### config.mk
export PLATFORM = sky130hd
export DESIGN_NAME = adv_data_identity_strip_core
export DESIGN_NICKNAME = d
export VERILOG_FILES = /design/src/design/adis_pkg.sv /design/src/design/adv_data_identity_strip_core.sv
export SDC_FILE = /design/constraint.sdc
export NUM_CORES = 1
export LEC_CHECK = 0
export BUFFER_PORTS_ARGS = -buffer_cell sky130_fd_sc_hd__buf_4
export CAP_MARGIN = 20
export CELL_PAD_IN_SITES_DETAIL_PLACEMENT = 0
export CELL_PAD_IN_SITES_GLOBAL_PLACEMENT = 1
export CORE_MARGIN = 10
export CORE_UTILIZATION = 48
export CTS_BUF_LIST = sky130_fd_sc_hd__clkbuf_8
export DETAILED_ROUTE_END_ITERATION = 10
export GPL_TIMING_DRIVEN = 0
export PLACE_DENSITY = 0.86
export SYNTH_ARGS = -nofsm -noshare
export SYNTH_HDL_FRONTEND = slang
export SYNTH_SLANG_ARGS = --single-unit
### constraint.sdc
create_clock -name clk_i -period 4.7 [get_ports clk_i]
set_input_delay 0.94 -clock clk_i [delete_from_list [all_inputs] [get_ports clk_i]]
set_output_delay 0.94 -clock clk_i [all_outputs]
set_load 0.01 [all_outputs]
### src/design/adis_pkg.sv
// Shared types and constants for the advertising-data identity strip.
`timescale 1ns / 1ps

package adis_pkg;

  // Largest payload length accepted, in bytes
  localparam int unsigned MaxPayloadDef = 31;
  // Width of the randomize mask, one bit per payload byte
  localparam int unsigned MaskW = 31;

  // Element type codes
  localparam logic [7:0] TypeFlags      = 8'h01;
  localparam logic [7:0] TypeUuid16Inc  = 8'h02;
  localparam logic [7:0] TypeUuid16Cmp  = 8'h03;
  localparam logic [7:0] TypeTxPower    = 8'h0A;
  localparam logic [7:0] TypeAppearance = 8'h19;
  localparam logic [7:0] TypeNameShort  = 8'h08;
  localparam logic [7:0] TypeNameFull   = 8'h09;
  localparam logic [7:0] TypeSvcData16  = 8'h16;
  localparam logic [7:0] TypeMfrData    = 8'hFF;

  // Manufacturer beacon prefix bytes
  localparam logic [7:0] Prefix0 = 8'h4C;
  localparam logic [7:0] Prefix1 = 8'h00;
  localparam logic [7:0] Prefix2 = 8'h02;
  localparam logic [7:0] Prefix3 = 8'h15;

  // Identifiers used to classify the family
  localparam logic [15:0] CompanyRef = 16'h004C;
  localparam logic [15:0] UuidRefA   = 16'hFEAA;
  localparam logic [15:0] UuidRefB   = 16'hFEED;

  // Family codes
  localparam logic [1:0] FamCompany = 2'd0;
  localparam logic [1:0] FamUuidA   = 2'd1;
  localparam logic [1:0] FamUuidB   = 2'd2;
  localparam logic [1:0] FamOther   = 2'd3;

  typedef struct packed {
    logic [7:0]  ad_byte;
    logic        is_last_byte;
    logic [15:0] company_code;
  } adis_in_t;

  typedef struct packed {
    logic [7:0]       skeleton_byte;
    logic             end_of_payload;
    logic             accepted;
    logic [MaskW-1:0] random_mask;
    logic [4:0]       name_offset;
    logic [4:0]       name_length;
    logic [15:0]      service_uuid;
    logic [1:0]       family_code;
  } adis_out_t;

endpackage

### src/design/adv_data_identity_strip_core.sv
// Top level of the advertising-data identity strip: element walker and result register.
`timescale 1ns / 1ps

// Takes an advertising payload one byte per beat and answers every byte with one
// result beat: the byte itself, or zero inside the value of a name element. The
// result for the byte flagged last also carries the verdict and, when accepted, the
// randomize mask, the name position and length, the 16-bit service UUID and the
// family code, and the walker then starts over for the next payload. The element
// walk is a few small compares on the byte position and the element bounds, done
// between the accept edge and a single result register, so a byte can be taken on
// every cycle while the downstream side keeps up, and a new byte is taken while
// the current result waits as long as it is taken in that cycle.
module adv_data_identity_strip_core
  import adis_pkg::*;
#(
  parameter int unsigned MAX_PAYLOAD = MaxPayloadDef
) (
  input  logic      clk_i,
  input  logic      rst_ni,
  input  logic      in_valid_i,
  output logic      in_ready_o,
  input  adis_in_t  in_data_i,
  output logic      out_valid_o,
  input  logic      out_ready_i,
  output adis_out_t out_data_o
);

  localparam logic [5:0] MaxPos = 6'(MAX_PAYLOAD);

  // Walker state
  logic [5:0]       pos_q, pos_d;
  logic [5:0]       start_q, start_d;
  logic [8:0]       end_q, end_d;
  logic [7:0]       type_q, type_d;
  logic [3:0]       prefix_q, prefix_d;
  logic [MaskW-1:0] mask_q, mask_d;
  logic [4:0]       noff_q, noff_d;
  logic [4:0]       nlen_q, nlen_d;
  logic [15:0]      uuid_q, uuid_d;
  logic [15:0]      company_q, company_d;
  logic             stopped_q, stopped_d;
  logic             reject_q, reject_d;

  // Result register
  logic             out_valid_q;
  adis_out_t        out_q;
  adis_out_t        res;

  logic             in_fire;
  logic [7:0]       b;
  logic             last;
  logic [8:0]       vlen;
  logic [5:0]       voff;
  logic [4:0]       bit_p;
  logic [4:0]       bit_pm1;
  logic             rej_fin;
  logic [1:0]       fam;

  assign in_ready_o = !out_valid_q || out_ready_i;
  assign in_fire    = in_valid_i && in_ready_o;

  assign b       = in_data_i.ad_byte;
  assign last    = in_data_i.is_last_byte;
  assign vlen    = end_q - {3'b000, start_q} - 9'd2;
  assign voff    = pos_q - start_q - 6'd2;
  assign bit_p   = pos_q[4:0];
  assign bit_pm1 = bit_p - 5'd1;

  // Walk one byte and build its result
  always_comb begin
    pos_d     = pos_q;
    start_d   = start_q;
    end_d     = end_q;
    type_d    = type_q;
    prefix_d  = prefix_q;
    mask_d    = mask_q;
    noff_d    = noff_q;
    nlen_d    = nlen_q;
    uuid_d    = uuid_q;
    company_d = (pos_q == 6'd0) ? in_data_i.company_code : company_q;
    stopped_d = stopped_q;
    reject_d  = reject_q;
    res       = '0;
    res.skeleton_byte = b;

    if (pos_q >= MaxPos) begin
      reject_d = 1'b1;
    end else if (!stopped_q && !reject_q) begin
      if ({3'b000, pos_q} == end_q) begin
        // Length byte: open an element or stop at a zero length
        if (!last) begin
          if (b == 8'h00) begin
            stopped_d = 1'b1;
          end else begin
            start_d  = pos_q;
            end_d    = {3'b000, pos_q} + 9'd1 + {1'b0, b};
            type_d   = '0;
            prefix_d = '0;
          end
        end
      end else if (pos_q == start_q + 6'd1) begin
        // Type byte: capture name bounds, check short data elements
        type_d = b;
        if (b == TypeNameShort || b == TypeNameFull) begin
          noff_d = 5'(start_q + 6'd2);
          nlen_d = vlen[4:0];
        end else if ((b == TypeMfrData || b == TypeSvcData16) && vlen < 9'd2) begin
          reject_d = 1'b1;
        end
      end else begin
        // Value byte
        if (type_q == TypeNameShort || type_q == TypeNameFull) begin
          res.skeleton_byte = '0;
        end else if (type_q == TypeMfrData) begin
          unique case (voff)
            6'd0: begin
              if (b == Prefix0) prefix_d[0] = 1'b1;
            end
            6'd1: begin
              if (b == Prefix1) prefix_d[1] = 1'b1;
            end
            6'd2: begin
              if (b == Prefix2) prefix_d[2] = 1'b1;
              mask_d[bit_p] = 1'b1;
            end
            6'd3: begin
              if (b == Prefix3) prefix_d[3] = 1'b1;
              if (vlen >= 9'd4 && prefix_d == 4'hF) mask_d[bit_pm1] = 1'b0;
              else mask_d[bit_p] = 1'b1;
            end
            default: begin
              mask_d[bit_p] = 1'b1;
            end
          endcase
        end else if (type_q == TypeSvcData16) begin
          if (voff == 6'd0) uuid_d[7:0] = b;
          else if (voff == 6'd1) uuid_d[15:8] = b;
          else mask_d[bit_p] = 1'b1;
        end else if (!(type_q == TypeFlags || type_q == TypeUuid16Inc ||
                       type_q == TypeUuid16Cmp || type_q == TypeTxPower ||
                       type_q == TypeAppearance)) begin
          mask_d[bit_p] = 1'b1;
        end
      end
    end

    // Classify the family from the final identifiers
    if (company_d == CompanyRef) fam = FamCompany;
    else if (uuid_d == UuidRefA) fam = FamUuidA;
    else if (uuid_d == UuidRefB) fam = FamUuidB;
    else fam = FamOther;

    rej_fin = reject_d || (!stopped_d && (end_d > {3'b000, pos_q} + 9'd1));

    if (last) begin
      // Report the payload summary and start over
      res.end_of_payload = 1'b1;
      if (!rej_fin) begin
        res.accepted     = 1'b1;
        res.random_mask  = mask_d;
        res.name_offset  = noff_d;
        res.name_length  = nlen_d;
        res.service_uuid = uuid_d;
        res.family_code  = fam;
      end
      pos_d     = '0;
      start_d   = '0;
      end_d     = '0;
      type_d    = '0;
      prefix_d  = '0;
      mask_d    = '0;
      noff_d    = '0;
      nlen_d    = '0;
      uuid_d    = '0;
      company_d = '0;
      stopped_d = 1'b0;
      reject_d  = 1'b0;
    end else if (pos_q != 6'd63) begin
      pos_d = pos_q + 6'd1;
    end
  end

  // Advance walker state on each accepted beat
  always_ff @(posedge clk_i or negedge rst_ni) begin
    if (!rst_ni) begin
      pos_q     <= '0;
      start_q   <= '0;
      end_q     <= '0;
      type_q    <= '0;
      prefix_q  <= '0;
      mask_q    <= '0;
      noff_q    <= '0;
      nlen_q    <= '0;
      uuid_q    <= '0;
      company_q <= '0;
      stopped_q <= 1'b0;
      reject_q  <= 1'b0;
    end else if (in_fire) begin
      pos_q     <= pos_d;
      start_q   <= start_d;
      end_q     <= end_d;
      type_q    <= type_d;
      prefix_q  <= prefix_d;
      mask_q    <= mask_d;
      noff_q    <= noff_d;
      nlen_q    <= nlen_d;
      uuid_q    <= uuid_d;
      company_q <= company_d;
      stopped_q <= stopped_d;
      reject_q  <= reject_d;
    end
  end

  // Hold the result beat until taken
  always_ff @(posedge clk_i or negedge rst_ni) begin
    if (!rst_ni) begin
      out_valid_q <= 1'b0;
    end else if (in_fire) begin
      out_valid_q <= 1'b1;
    end else if (out_ready_i) begin
      out_valid_q <= 1'b0;
    end
  end

  always_ff @(posedge clk_i) begin
    if (in_fire) begin
      out_q <= res;
    end
  end

  assign out_valid_o = out_valid_q;
  assign out_data_o  = out_q;

endmodule

==> qor.txt, run 1 <==
Hold slack - 0.386 ns
Mapped Cells - 1010
DRC viols - 0
Tmin final - 4.48 ns
Largest net degree at the start of global routing - 67
1st-iter DRT viols - 930
Startpoint types - flip-flop
Vias - 8733
Clock Sinks - 178
Num rows - 52
Worst-skew pair later-pin latency - 0.47 ns
Die Y - 165 µm
Post-synth EDFFs - 69
Antenna violations before repair - 1
CTS tree - yes
Worst IR drop on VDD - 255 µV
Clock buffer count from CTS - 17
Warnings from Yosys - 0
Final Cell Area - 0.0118 mm²
Syn_area_per_cell - 9.98 µm²
Pwr Total - 5.62 mW
Initial Utilization - 49.4%
Buffers added on ports - 99
Area contributors post-synth - dfrtp_1, edfxtp_1, ha_1
Power Density - 475 mW/mm²
Outcome - finished, final reports clean
Yosys top cell by area - dfrtp_1
Clk slew on worst S/H paths - 0.10 ns
Placed standard-cell area - 0.0112 mm²
Crit-path max FO - 8
Vias in the first global route - 8461
ANT cells - 0
First-pass GRT wire length - 47.4 mm
Syn-to-layout area delta - 17.5%
Max Cap Viol - 0
Seq. cell area - 0.00480 mm²
Via-to-Cell Ratio - 6.13
Final core occ - 58.0%
Crit path capture type - flip-flop
Drt first pass iters - 6
Area of the multi-input gates - 0.00493 mm²
GR Overflow Total - 0
Synth Cell Area - 0.0101 mm²
Final ANT Viol Nets - 0
Top-area cell type share of the netlist area - 27.1%
Final setup TNS - 0 ns
Grt peak-use layer - met2
Core area - 0.0204 mm²
Final period util - 95.2%
Routed len/inst - 21.0 µm
Layout Cells excl Fill - 1424
GP Congestion - 0.933
DP Cell Count - 1382
M2 GR Usage - 33.9%
DP Worst Slack - -1.36 ns
Routing usage on met1 - 30.2%
Leakage - 4.88 nW
Total routed wirelength - 29.9 mm
Rel. slew slack - 40.4%
Worst hold path class - input port to asynchronous set/reset pin
Net Count, Synth - 1083
Library cells used by synthesis - 79
GRT Total Usage - 22.1%
Kind of critical path - flip-flop to flip-flop
Post-DP HPWL - 21.6 mm
PnR worst setup slack - 0.223 ns
H-tree depth - 4
Most common cell after layout, fill and taps aside - buf_4
Fill cells - 1842
Ratio of cells with drive above 1 in the final layout - 19.3%
Setup Skew - 0.0165 ns
Nets - 1214
Die area - 0.0272 mm²
CP Data Required Time - 5.00 ns
Worst-case clock buffer depth - 2
Clk root buf - clkbuf_8
Max-slew violations - 0
Data arrival, critical path - 4.78 ns
Setup-failing EPs final - 0
Asr flop ratio synth - 61.2%
Die outline width - 165 µm
Fin. Hold Viols - 0
#FFs+latches synth - 178
Fmax - 223 MHz
Top_reg_cell synth - dfrtp_1
Worst slew pin tran - 0.888 ns
Most frequent cells in the layout - buf_4, dfrtp_1, nand2_1, nor2_1, edfxtp_1
Top Ports - 100
Met3 Use GR - 5.38%
Post-synthesis sequential area ratio - 47.6%
==> power breakdown <==
group / switching [mW] / internal (mW) / leakage, nW
combinational: 1.56 / 0.973 / 2.53
clock: 0.594 / 0.479 / 0.197
sequential: 0.157 / 1.86 / 2.16
==> worst max-delay path, stage by stage, from the launching register on <==
cell and delay, ns:
dfrtp_1 0.41, buf_4 0.21, clkinvlp_4 0.21, ha_4 0.36, ha_1 0.23, a21o_1 0.19, a21oi_2 0.18, o21bai_1 0.13
a21oi_2 0.20, xnor2_1 0.17, nand2_1 0.08, nand2_1 0.07, ha_1 0.24, o21a_1 0.11, o21ai_0 0.18, a21oi_1 0.06
o22a_1 0.19, nor3_2 0.21, o2111ai_2 0.16, buf_4 0.20, or2_2 0.34, o22ai_1 0.17
==> final timing paths <==
check	endpoint	slack, ns	depth (start not counted)	startpoint
min in group clk_i	noff_q[4]$_DFFE_PN0P_	0.49	2	noff_q[4]$_DFFE_PN0P_
worst max-delay path	out_data_o[49]$_SDFFCE_PP0P_	0.22	21	pos_q[0]$_DFFE_PN0P_
worst max register to register	out_data_o[49]$_SDFFCE_PP0P_	0.22	21	pos_q[0]$_DFFE_PN0P_
worst min register to register	noff_q[4]$_DFFE_PN0P_	0.49	2	noff_q[4]$_DFFE_PN0P_
max in group asynchronous	type_q[4]$_DFFE_PN0P_	3.61	2	rst_ni
worst min-delay path	mask_q[13]$_DFFE_PN0P_	0.39	1	rst_ni
==> logic make-up after synthesis <==
kind of cell	Yosys count	share of synthesized area, %
flip-flops	178	47.6
AND/OR/NAND/NOR	321	16.0
adder cells (fa/ha/maj)	44	5.68
XOR/XNOR	31	2.77
AO/OA/AOI/OAI	306	21.0
buffers and inverters	105	4.47
multiplexers	25	2.49
==> cell usage after synthesis, drive strengths merged (5+ instances only) <==
cell type  count
mux2i         24
a22o          45
ha            41
nor2          81
o21a           7
o31ai          7
a2bb2oi        5
nor2b         23
a22oi          7
or2            5
nand4         16
o21ai         67
nand2b         6
clkbuf        39
nand2         83
and3           5
buf           19
edfxtp        69
inv           46
a31oi         23
and2           8
or3            7
a211oi        21
nor4          11
dfrtp        109
a21oi         56
a21o           9
xnor2         22
o211ai        16
nand3         34
xor2           9
nor3          21
o22ai         13
==> area by class of cell <==
cell class / count / share of cell area, %
buffer: 56 / 2.56
inverter: 47 / 1.55
clock inverter: 15 / 1.34
multi-input combinational: 727 / 41.6
clock buffer: 17 / 1.98
timing repair buffer: 114 / 7.56
sequential: 178 / 40.5
tap: 270 / 2.85
==> metal layers <==
| layer | vias up | wire (µm) |
|---|---|---|
| met5 | - | 0 |
| met1 | 4197 | 12900 |
| met3 | 57 | 2840 |
| li1 | 4021 | - |
| met2 | 458 | 13400 |
| met4 | 0 | 742 |
==> registers in the layout, summed over array words and instances (netlist names) <==
name         count
reject_q         1
end_q            9
noff_q           5
stopped_q        1
uuid_q          16
nlen_q           5
pos_q            6
type_q           8
prefix_q         4
start_q          6
mask_q          31
out_valid_o      1
out_data_o      69
company_q       16
==> repair_timing <==
action,CTS,global route
hold buffers,0,0
resized for setup,23,24
gates cloned,0,0
hold endpoints to repair,0,0
setup buffers,3,8
setup endpoints to repair,60,65
pin swaps,2,2
No activity file was read; power rests on OpenSTA's default activity.
==> inputs of run 2 (changes only) <==
--- a/config.mk
+++ b/config.mk
@@ -11,7 +11,7 @@
 export CELL_PAD_IN_SITES_GLOBAL_PLACEMENT = 1
 export CORE_MARGIN = 10
 export CORE_UTILIZATION = 48
-export CTS_BUF_LIST = sky130_fd_sc_hd__clkbuf_8
+export CTS_BUF_LIST = sky130_fd_sc_hd__clkbuf_4
 export DETAILED_ROUTE_END_ITERATION = 10
 export GPL_TIMING_DRIVEN = 0
 export PLACE_DENSITY = 0.86
==> qor.txt, run 2 (same netlist as run 1, synthesis figures left out) <==
Fmax - 224 MHz (+0.49%)
Fill cells - 1858 (+0.87%)
Post-DP HPWL - 21.6 mm (unchanged)
Routed len/inst - 21.0 µm (about the same)
Syn-to-layout area delta - 16.7%
Clk slew on worst S/H paths - 0.15 ns (+0.05 ns)
Kind of critical path - flip-flop to flip-flop
Top Ports - 100 (unchanged)
Worst IR drop on VDD - 232 µV (-9.0%)
Clock Sinks - 178 (unchanged)
GRT Total Usage - 22.1% (-0.031 points)
Max Cap Viol - 0 (unchanged)
Slowest stage delay, CP - 0.42 ns (about the same)
Worst hold path class - input port to asynchronous set/reset pin
Fin. Hold Viols - 0 (unchanged)
Clk root buf - clkbuf_4
Max-slew violations - 0 (unchanged)
Largest net degree at the start of global routing - 67 (unchanged)
Tmin final - 4.46 ns (-0.0216 ns)
Num rows - 52 (unchanged)
Worst-case clock buffer depth - 2 (unchanged)
Die area - 0.0272 mm² (unchanged)
Outcome - finished, final reports clean
First-pass GRT wire length - 47.4 mm (about the same)
Core area - 0.0204 mm² (unchanged)
H-tree depth - 4 (unchanged)
Most common cell after layout, fill and taps aside - buf_4
Total routed wirelength - 29.9 mm (about the same)
Worst r2r src - pos_q[0]$_DFFE_PN0P_
Part of the power in registers - 36.8% (+1.0 points)
Crit-path max FO - 8 (unchanged)
Critical Path Source - pos_q[0]$_DFFE_PN0P_
Die outline width - 165 µm (unchanged)
Buffers added on ports - 99 (unchanged)
GR Overflow Total - 0 (unchanged)
Worst slew pin tran - 0.872 ns (-0.0156 ns)
Ratio of cells with drive above 1 in the final layout - 19.5% (+0.17 points)
Initial Utilization - 49.4% (unchanged)
Die Y - 165 µm (unchanged)
CP cell instances - clkbuf_4, clkinvlp_4, buf_12, ha_1, fa_1, a21oi_1, nor2_1, nor2_1, o21bai_1, a21oi_2, xnor2_1, a21o_1, ha_1, o21ai_0, a21oi_1, o22a_1, nor3_4, o2111ai_2, buf_4, or2_2, o22ai_1
Antenna violations before repair - 1 (unchanged)
Setup Skew - 0.0186 ns (+0.00210 ns)
Most frequent cells in the layout - buf_4, dfrtp_1, nand2_1, nor2_1, edfxtp_1
Power Density - 465 mW/mm² (-2.1%)
Crit path capture type - flip-flop
Vias in the first global route - 8468 (+0.083%)
Leakage - 4.84 nW (-0.92%)
Final ANT Viol Nets - 0 (unchanged)
Nets - 1214 (unchanged)
Final period util - 94.8% (-0.46 points)
Via-to-Cell Ratio - 6.16 (+0.44%)
CTS tree - yes
Max reg flops - 69 (unchanged)
Worst-skew pair later-pin latency - 0.60 ns (+0.13 ns)
1st-iter DRT viols - 917 (-1.4%)
Rel. slew slack - 41.4% (+1.0 points)
Slowest-stage cell, CP - dfrtp_1
Internal power - 3.16 mW (-4.3%)
Setup-failing EPs final - 0 (unchanged)
Drt first pass iters - 5 (-1)
GP Congestion - 0.933 (unchanged)
Clk network pwr share - 16.6% (-2.5 points)
Clock buffer count from CTS - 17 (unchanged)
Sw Pwr - 2.30 mW (-0.62%)
Logic pwr share - 46.6% (+1.5 points)
DRC viols - 0 (unchanged)
Final core occ - 57.6% (-0.40 points)
Vias - 8778 (+0.52%)
Startpoint types - flip-flop
RSZ-0062 raised after global routing - yes
CP Data Required Time - 5.14 ns (+0.14 ns)
DP Cell Count - 1382 (unchanged)
Layout Cells excl Fill - 1425 (+0.070%)
Hold buffer count at cts - 0 (unchanged)
Data arrival, critical path - 4.90 ns (+0.12 ns)
Sw Share - 42.1% (+0.91 points)
-- run 2: path summary, 6_finish.rpt --
kind | end | slack, ns | cells after the start
worst max-delay path | out_data_o[49]$_SDFFCE_PP0P_ | 0.24 | 21
worst min-delay path | mask_q[13]$_DFFE_PN0P_ | 0.24 | 1
worst max register to register | out_data_o[49]$_SDFFCE_PP0P_ | 0.24 | 21
worst min register to register | noff_q[4]$_DFFE_PN0P_ | 0.50 | 2
max in group asynchronous | nlen_q[2]$_DFFE_PN0P_ | 3.74 | 2
min in group clk_i | noff_q[4]$_DFFE_PN0P_ | 0.50 | 2
-- run 2: critical path: cells and delay by family (launching register included) --
kind	cells	cell delay, ns
fa+ha+maj	3	0.89
xor+xnor	1	0.10
compound gates	9	1.34
simple gates	4	0.77
flops	1	0.42
buf+inv	4	0.78
-- run 2: layout make-up --
class / count / area [µm²] / share of cell area (%)
Multi-Input combinational cell: 727 / 4940 / 42.0
Sequential cell: 178 / 4800 / 40.8
Timing Repair Buffer: 113 / 901 / 7.66
Tap cell: 270 / 338 / 2.87
Buffer: 57 / 307 / 2.61
Inverter: 47 / 184 / 1.56
Clock inverter: 14 / 155 / 1.32
Clock buffer: 18 / 135 / 1.15
Antenna cell: 1 / 2.50 / 0.0213
-- run 2: routing by layer --
layer | share of wire [%] | global-route usage (%)
met1 | 43 | 30.0
met2 | 45 | 34.4
met3 | 9.5 | 5.05
met4 | 2.4 | 6.76
met5 | 0 | 0
-- run 2: through the flow --
step	cell area, µm²	power (mW)	setup slack (ns)	hold slack [ns]	TNS, ns
3_3_place_gp	11200	4.34	-1.66	0.462	-122.02
5_1_grt	11800	5.79	-0.0405	0.245	-0.442
2_1_floorplan	10100	3.63	0.0712	0.449	0
4_1_cts	11600	5.35	0.0224	0.238	0
3_5_place_dp	11200	4.39	-1.36	0.470	-69.52
6_report	11800	5.47	0.245	0.241	0
-- run 2: timing repair --
| item | 4_1_cts | 5_1_grt |
|---|---|---|
| setup endpoints to repair | 60 | 66 |
| setup buffers | 3 | 7 |
| pin swaps | 2 | 1 |
| resized for setup | 19 | 36 |
-- run 2: power by group through the flow --
stage	clock network [mW]	registers, mW	logic, mW
2_1_floorplan	0	2.03	1.60
3_3_place_gp	0	2.03	2.31
3_5_place_dp	0	2.04	2.35
4_1_cts	0.921	2.01	2.42
5_1_grt	0.981	2.04	2.78
6_report	0.906	2.01	2.55
